==> src/rsc_pkg.sv <==
// Shared types, codes and constants of the reverse Polish stack calculator.
`default_nettype none
package rsc_pkg;

	localparam int DATA_W          = 32;
	localparam int FRAC_W          = 16;
	localparam int ENTRIES_W       = 7;
	localparam int STACK_DEPTH_DEF = 64;
	localparam int DIV_NUM_W       = DATA_W + FRAC_W;

	localparam logic signed [DATA_W-1:0] Q_MAX = 32'sh7FFF_FFFF;
	localparam logic signed [DATA_W-1:0] Q_MIN = 32'sh8000_0000;

	typedef enum logic [2:0] {
		OP_PUSH = 3'd0,
		OP_ADD  = 3'd1,
		OP_SUB  = 3'd2,
		OP_MUL  = 3'd3,
		OP_DIV  = 3'd4,
		OP_PEEK = 3'd5
	} op_t;

	typedef enum logic [1:0] {
		STAT_OK    = 2'd0,
		STAT_EMPTY = 2'd1,
		STAT_FULL  = 2'd2,
		STAT_SAT   = 2'd3
	} stat_t;

	typedef struct packed {
		logic [2:0]               operation;
		logic signed [DATA_W-1:0] operand;
	} req_t;

	typedef struct packed {
		logic signed [DATA_W-1:0] value;
		stat_t                    status;
		logic [ENTRIES_W-1:0]     entries;
	} rsp_t;

	typedef struct packed {
		logic                     done;
		logic                     sat;
		logic signed [DATA_W-1:0] quotient;
	} div_rsp_t;

	typedef enum logic [1:0] {
		ST_IDLE,
		ST_EXEC,
		ST_MUL,
		ST_DIV
	} state_t;

	typedef enum logic [1:0] {
		DV_IDLE,
		DV_RUN,
		DV_DONE
	} dv_state_t;

endpackage
`default_nettype wire

==> src/rsc_divider.sv <==
// Bit-serial signed Q16.16 divider with saturation of the quotient.
`default_nettype none
module rsc_divider (
	input  wire logic                             clk,
	input  wire logic                             arst_n,
	input  wire logic                             start,
	input  wire logic signed [rsc_pkg::DATA_W-1:0] dividend,
	input  wire logic signed [rsc_pkg::DATA_W-1:0] divisor,
	output rsc_pkg::div_rsp_t                     rsp
);
	import rsc_pkg::*;

	localparam int CNT_W = $clog2(DIV_NUM_W);

	dv_state_t                state_q, state_d;
	logic [CNT_W-1:0]         cnt_q;
	logic [DIV_NUM_W-1:0]     num_q;
	logic [DATA_W-1:0]        rem_q;
	logic [DATA_W-1:0]        den_q;
	logic                     neg_q;
	logic                     done_q;
	logic                     sat_q;
	logic signed [DATA_W-1:0] quot_q;

	logic [DATA_W:0]      trial;
	logic                 ge;
	logic [DATA_W-1:0]    dvd_mag;
	logic [DATA_W-1:0]    dvs_mag;
	logic                 ovf_neg;
	logic                 ovf_pos;

	assign dvd_mag = dividend[DATA_W-1] ? DATA_W'(-dividend) : DATA_W'(dividend);
	assign dvs_mag = divisor[DATA_W-1] ? DATA_W'(-divisor) : DATA_W'(divisor);
	assign trial   = {rem_q, num_q[DIV_NUM_W-1]};
	assign ge      = trial >= {1'b0, den_q};

	assign ovf_neg = (|num_q[DIV_NUM_W-1:DATA_W]) ||
		(num_q[DATA_W-1] && (|num_q[DATA_W-2:0]));
	assign ovf_pos = |num_q[DIV_NUM_W-1:DATA_W-1];

	always_comb begin
		state_d = state_q;
		unique case (state_q)
			DV_IDLE: begin
				if (start) begin
					state_d = DV_RUN;
				end
			end
			DV_RUN: begin
				if (cnt_q == '0) begin
					state_d = DV_DONE;
				end
			end
			DV_DONE: begin
				state_d = DV_IDLE;
			end
			default: begin
				state_d = DV_IDLE;
			end
		endcase
	end

	always_ff @(posedge clk or negedge arst_n) begin
		if (!arst_n) begin
			state_q <= DV_IDLE;
			done_q  <= 1'b0;
		end else begin
			state_q <= state_d;
			done_q  <= (state_q == DV_DONE);
		end
	end

	always_ff @(posedge clk) begin
		unique case (state_q)
			DV_IDLE: begin
				num_q <= {dvd_mag, FRAC_W'(0)};
				rem_q <= '0;
				den_q <= dvs_mag;
				neg_q <= dividend[DATA_W-1] ^ divisor[DATA_W-1];
				cnt_q <= CNT_W'(DIV_NUM_W - 1);
			end
			DV_RUN: begin
				rem_q <= ge ? DATA_W'(trial - {1'b0, den_q}) : trial[DATA_W-1:0];
				num_q <= {num_q[DIV_NUM_W-2:0], ge};
				cnt_q <= cnt_q - CNT_W'(1);
			end
			DV_DONE: begin
				if (neg_q) begin
					sat_q  <= ovf_neg;
					quot_q <= ovf_neg ? Q_MIN : DATA_W'(-num_q[DATA_W-1:0]);
				end else begin
					sat_q  <= ovf_pos;
					quot_q <= ovf_pos ? Q_MAX : num_q[DATA_W-1:0];
				end
			end
			default: begin
				cnt_q <= cnt_q;
			end
		endcase
	end

	assign rsp = '{done: done_q, sat: sat_q, quotient: quot_q};

	a_start_idle: assert property (@(posedge clk) disable iff (!arst_n)
		start |-> state_q == DV_IDLE)
		else $error("divider started while running");

	a_den_nonzero: assert property (@(posedge clk) disable iff (!arst_n)
		state_q == DV_RUN |-> den_q != '0)
		else $error("divider running on a zero divisor");

	a_done_pulse: assert property (@(posedge clk) disable iff (!arst_n)
		done_q |=> !done_q)
		else $error("divider done held for more than one cycle");

endmodule
`default_nettype wire

==> config.mk <==
export PLATFORM = sky130hd
export DESIGN_NAME = rsc_divider
export DESIGN_NICKNAME = d
export VERILOG_FILES = /design/src/rsc_pkg.sv /design/src/rsc_divider.sv
export SDC_FILE = /design/constraint.sdc
export NUM_CORES = 1
export LEC_CHECK = 0
export ABC_CLOCK_PERIOD_IN_PS = 5100
export BUFFER_PORTS_ARGS = -buffer_cell sky130_fd_sc_hd__buf_4
export CORE_MARGIN = 2
export CORE_UTILIZATION = 60
export DETAILED_ROUTE_END_ITERATION = 10
export PLACE_DENSITY_LB_ADDON = 0.25
export SLEW_MARGIN = 10
export SYNTH_ARGS = -nofsm -noshare
export SYNTH_HDL_FRONTEND = slang
export SYNTH_SLANG_ARGS = --single-unit
==> constraint.sdc <==
create_clock -name clk -period 5.1 [get_ports clk]
set_input_delay 1.02 -clock clk [delete_from_list [all_inputs] [get_ports clk]]
set_output_delay 1.02 -clock clk [all_outputs]
set_load 0.005 [all_outputs]
## Word-level counts from Yosys, hierarchy flattened

Index checks and enable logic that the tools add are counted.

| storage, ports and cells | value |
|---|---|
| bits in registers | 155 |
| logic and storage cells | 43 |

| operators by class | value |
|---|---|
| add/sub/neg operators | 5 |
| $lt $le $gt $ge | 1 |
| eq/ne operators | 4 |
| multiplexer cells | 13 |
| bitwise logic cells | 1 |
| reduce and logical (&&, ||, !) cells | 9 |

Operators with widths:

| cell | count |
|---|---|
| 32-bit 2-to-1 mux | 5 |
| 32-bit negation | 3 |
| 48-bit one-hot mux with 2 select lines | 1 |
| 32-bit one-hot mux with 2 select lines | 1 |
| 33-bit by 32-bit >= comparator with 1-bit output | 1 |
| 32-bit subtractor | 1 |
| 31-bit 2-to-1 mux | 1 |
| 31-bit OR reduction | 1 |
| 17-bit OR reduction | 1 |
| 16-bit OR reduction | 1 |
| 6-bit one-hot mux with 2 select lines | 1 |
| 6-bit zero test | 1 |
| 6-bit by 1-bit subtractor with 6-bit output (second input constant) | 1 |
| 2-bit 2-to-1 mux | 2 |
| 2-bit inequality test (second input constant) | 2 |
| 2-bit one-hot mux with 2 select lines | 1 |
| 2-bit by 1-bit == test with 1-bit output (second input constant) | 1 |
| 2-bit == test (second input constant) | 1 |
| 2-bit zero test | 1 |
| 2-bit AND reduction | 1 |
| 2-bit nonzero test | 1 |
| 1-bit logical AND | 1 |
| 1-bit logical OR | 1 |
| 1-bit 2-to-1 mux | 1 |
| 1-bit bitwise XOR | 1 |

## Depth between registers and ports, before layout

| logic depth | value |
|---|---|
| depth in word-level cells | 5 |
| gate-level depth with buffers | 13 |
| gate-level depth less buffers | 12 |

## Worst setup path after synthesis

OpenSTA, ideal clock, no wires.

| timing path | value |
|---|---|
| path type | reg2reg |
| from | reg state_q[1] |
| to | reg quot_q[0], enable pin |
| arrival | 3,328 ps |
| path slack | 1,222 ps |
| cell stages (with the launch flop) | 3 |
| path buffers | 0 |
| clock period less this slack | 3,878 ps |
| cells stage by stage | dfrtp_1 inv_1 nor2_1 |

| on the way | value |
|---|---|
| cells in the longest elaborated chain, start to end | 1 |

Ends and longest elaborated chain:

| what | line | RTL |
|---|---|---|
| start: declaration | rsc_divider.sv:15 | `dv_state_t state_q, state_d;` |
| start signal: assignment | rsc_divider.sv:68 | `state_q <= state_d;` |
| 2-bit == test | rsc_divider.sv:74 | `unique case (state_q)` |
| end signal: assignment | rsc_divider.sv:90 | `quot_q <= ovf_neg ? Q_MIN : DATA_W'(-num_q[DATA_W-1:0]);` |
| end signal: assignment | rsc_divider.sv:93 | `quot_q <= ovf_pos ? Q_MAX : num_q[DATA_W-1:0];` |
| end: declaration | rsc_divider.sv:23 | `logic signed [DATA_W-1:0] quot_q;` |

No other way between the ends.
A chain may end at the register's enable or synchronous reset.

## Final worst setup path

| timing path | value |
|---|---|
| from | reg num_q[0] |
| to | reg quot_q[14], data pin |

| on the way | value |
|---|---|
| cells in the longest elaborated chain, start to end | 5 |

Ends and longest elaborated chain:

| what | line | RTL |
|---|---|---|
| start: declaration | rsc_divider.sv:17 | `logic [DIV_NUM_W-1:0] num_q;` |
| start signal: assignment | rsc_divider.sv:76 | `num_q <= {dvd_mag, FRAC_W'(0)};` |
| start signal: assignment | rsc_divider.sv:84 | `num_q <= {num_q[DIV_NUM_W-2:0], ge};` |
| branches (longest 3 deep; another with 32-bit negation) | n/a |  |
| 32-bit 2-to-1 mux (*) | rsc_divider.sv:90 |  |
| 32-bit 2-to-1 mux (*) | rsc_divider.sv:88 | `if (neg_q) begin` |

Every way passes the cells marked *.

==> flow_metrics.py <==
metrics = {
    "synthesis": {
        "synth-seq-cells": 155,
        "yosys.area.top_type": "edfxtp_1",
        "synth_nets": 1096,
        "synth_flop_cell": "edfxtp_1",
        "yosysMostFrequentCell": "edfxtp_1",
        "synth_cells": 991,
        "yosysSeqAreaShare_pct": 47.3,
        "yosysTopAreaCellShare_pct": 46.6,
        "synth_edf_count": 152,
        "avgSynthCellArea_um2": 9.89,
        "synthArstFlopShare_pct": 1.94,
        "synthTopCellsByArea": "edfxtp_1 (47%), o21ai_0 (4.9%), ha_1 (4.7%)",
        "synth_common_cells": "edfxtp_1 (152), nand2_1 (116), o21ai_0 (96)",
        "synth_area_um2": 9800,
        "yosys.cell_types.count": 66,
        "ys.warnings.count": 0,
    },
    "clock_network": {
        "cts_repair_resize_count": 0,
        "cts_buffer_depth": 2,
        "clock_latency_ns": 0.43,
        "postCtsHoldBufs": 0,
        "clock-root-buffer": "clkbuf_16",
        "cts_tree": "yes",
        "clkTransAtPathRegs_ns": 0.06,
        "htree_levels": 4,
        "clock-sinks": 155,
        "cts_setup_buffers": 0,
        "cts_made_buffers": 17,
    },
    "power": {
        "leakagePower_nw": 4.56,
        "power_density_nw_per_um2": 541,
        "vdd_drop_max_uv": 322,
    },
    "final_layout": {
        "fin_cells": 1306,
        "antennaDiodeCount": 0,
        "drive_gt1_share_pct": 14.3,
        "num-nets-final": 1182,
        "fillCellCount": 1169,
        "areaGrowthSynthToFinish_pct": 15.0,
        "final_area_um2": 11300,
    },
    "detailed_routing": {
        "wl_per_cell_um": 15.7,
        "dr.pass1.iters": 6,
        "vias": 7793,
        "drc": 0,
        "drtIter0Drc": 848,
        "drt-vias-per-instance": 5.97,
        "final_antenna_net_count": 0,
        "wl_um": 20500,
    },
    "setup_path": {
        "crit_arrival_ns": 4.18,
        "critical-path-top-delay-family": "simple AND/OR/NAND/NOR gates",
        "cp-end-kind": "register",
        "slowest_delay_ns": 0.54,
        "cp.required_ns": 5.36,
        "start_kind": "register",
        "cp_cell_sequence": "inv_1 > ha_1 > or4b_1 > or4_4 > nand3b_4 > nor2_4 > nand2_1 > a21o_1 > buf_4 > or2_1 > or3b_1 > nand3_1",
        "crit_type": "reg2reg",
        "cpMaxStageDelayCell": "or2_1",
        "cp_max_fo": 32,
        "path_buf_inv": 2,
    },
    "global_route": {
        "antenna_found_initial": 0,
        "grt_pass1_vias": 7077,
        "grt_pass1_wl_um": 34300,
        "grt_max_degree": 88,
        "grt_usage_pct": 24.1,
        "grt-ovfl-total": 0,
    },
    "floorplan": {
        "start_util_pct": 61.5,
        "coreArea_um2": 15900,
        "fp.dieArea_um2": 17400,
        "die_w_um": 132,
        "pin_count": 101,
        "rows": 46,
        "die_y_um": 132,
    },
    "timing": {
        "finalSetupViolCount": 0,
        "slew_headroom_pct": 26.0,
        "period_share_pct": 76.9,
        "setup_tns_ns": 0,
        "clock_skew_ns": 0.00803,
        "timing.fmax_mhz": 255,
        "hold_ws_ns": 0.369,
        "worstMarginPinSlew_ns": 1.11,
        "finalHoldViolCount": 0,
        "maxSlewViolCount": 0,
        "rsz0062_at_grt": "false",
        "fin_ws_ns": 1.18,
        "fin_crit_ns": 3.92,
    },
    "run": {
        "maxCapViolCount": 0,
    },
    "status": {
        "status": "completed",
    },
    "place": {
        "post-place-ws_ns": 1.11,
        "place_hpwl_um": 14300,
        "dp.cells": 1274,
        "place_area_um2": 10700,
        "port_buffers": 100,
        "gp_congestion": 0.880,
    },
    "min_path": {
        "hold_class": "in2async",
    },
}
[per-stage QoR]
step	util, %	power [mW]
after floorplan	-	4.26
after global placement	67.3	4.79
after detailed placement	67.3	4.87
after CTS	70.7	6.09
after global routing	70.7	6.53
final	70.7	6.10
[logic make-up (layout without fill, tap and decap cells)]
kind of cell / after synthesis / count (layout) / synth area share, %
buffers and inverters: 105 / 204 / 4.16
muxes: 25 / 25 / 2.55
xor gates and xnor gates: 89 / 89 / 7.95
and+or+nand+nor: 328 / 328 / 16.9
adders and majority gates: 38 / 38 / 4.93
DFF: 155 / 155 / 47.3
AOI/OAI and AO/OA: 251 / 251 / 16.2
[routing by layer]
layer  share of wire [%]  track usage, %  vias to the layer above
met5                   0               0                        -
met4                 1.8            8.21                        0
met3                 5.6            4.04                       36
met2                  46            37.1                      282
met1                  46            34.7                     3662
li1                    -               -                     3813
[path summary, 6_finish.rpt]
path | start | end | slack, ns | cells past startpoint
max reg2reg | num_q[0] | quot_q[14] | 1.18 | 12
max | num_q[0] | quot_q[14] | 1.18 | 12
min in group clk | num_q[45] | num_q[46] | 0.56 | 2
min reg2reg | num_q[45] | num_q[46] | 0.56 | 2
min | arst_n | done_q | 0.37 | 1
max in group asynchronous | arst_n | state_q[1] | 4.63 | 1
[report_power, final]
group	internal [mW]	switching (mW)	total (mW)	leakage (nW)
registers	2.03	0.342	2.37	1.57
logic	1.07	1.47	2.55	2.73
clock network	0.668	0.514	1.18	0.266
[worst register-to-register path, delay by kind of cell (launching register included)]
family	cells	cell delay, ns
buf+inv	2	0.36
compound gates	1	0.19
flops	1	0.39
simple gates	8	2.62
fa+ha+maj	1	0.19
[sequential cells by signal, indices dropped and copies added (netlist names)]
register  cells
cnt_q         6
den_q        32
done_q        1
neg_q         1
num_q        48
quot_q       32
rem_q        32
sat_q         1
state_q       2
[area by class of cell]
cell class / count / area, um2 / share of cell area (%)
Tap cell: 216 / 270 / 2.40
Sequential cell: 155 / 4640 / 41.1
Timing Repair Buffer: 107 / 803 / 7.12
Clock inverter: 15 / 124 / 1.10
Multi-Input combinational cell: 731 / 4770 / 42.3
Inverter: 65 / 245 / 2.17
Clock buffer: 17 / 425 / 3.77
[cell usage in the layout (no fill, tap or decap), types with 16 or more instances in the layout]
| cell | instances |
|---|---|
| edfxtp_1 | 152 |
| nand2_1 | 116 |
| buf_4 | 107 |
| o21ai_0 | 96 |
| inv_1 | 64 |
| nor2_1 | 62 |
| xnor2_1 | 46 |
| a21oi_1 | 45 |
| xor2_1 | 43 |
| ha_1 | 37 |
| mux2i_1 | 25 |
| o311ai_1 | 18 |
| nand3_1 | 17 |
| nor3_1 | 17 |
| and2_1 | 17 |
| clkbuf_16 | 17 |
| or3_1 | 16 |
No activity file was read; power rests on OpenSTA's default activity.
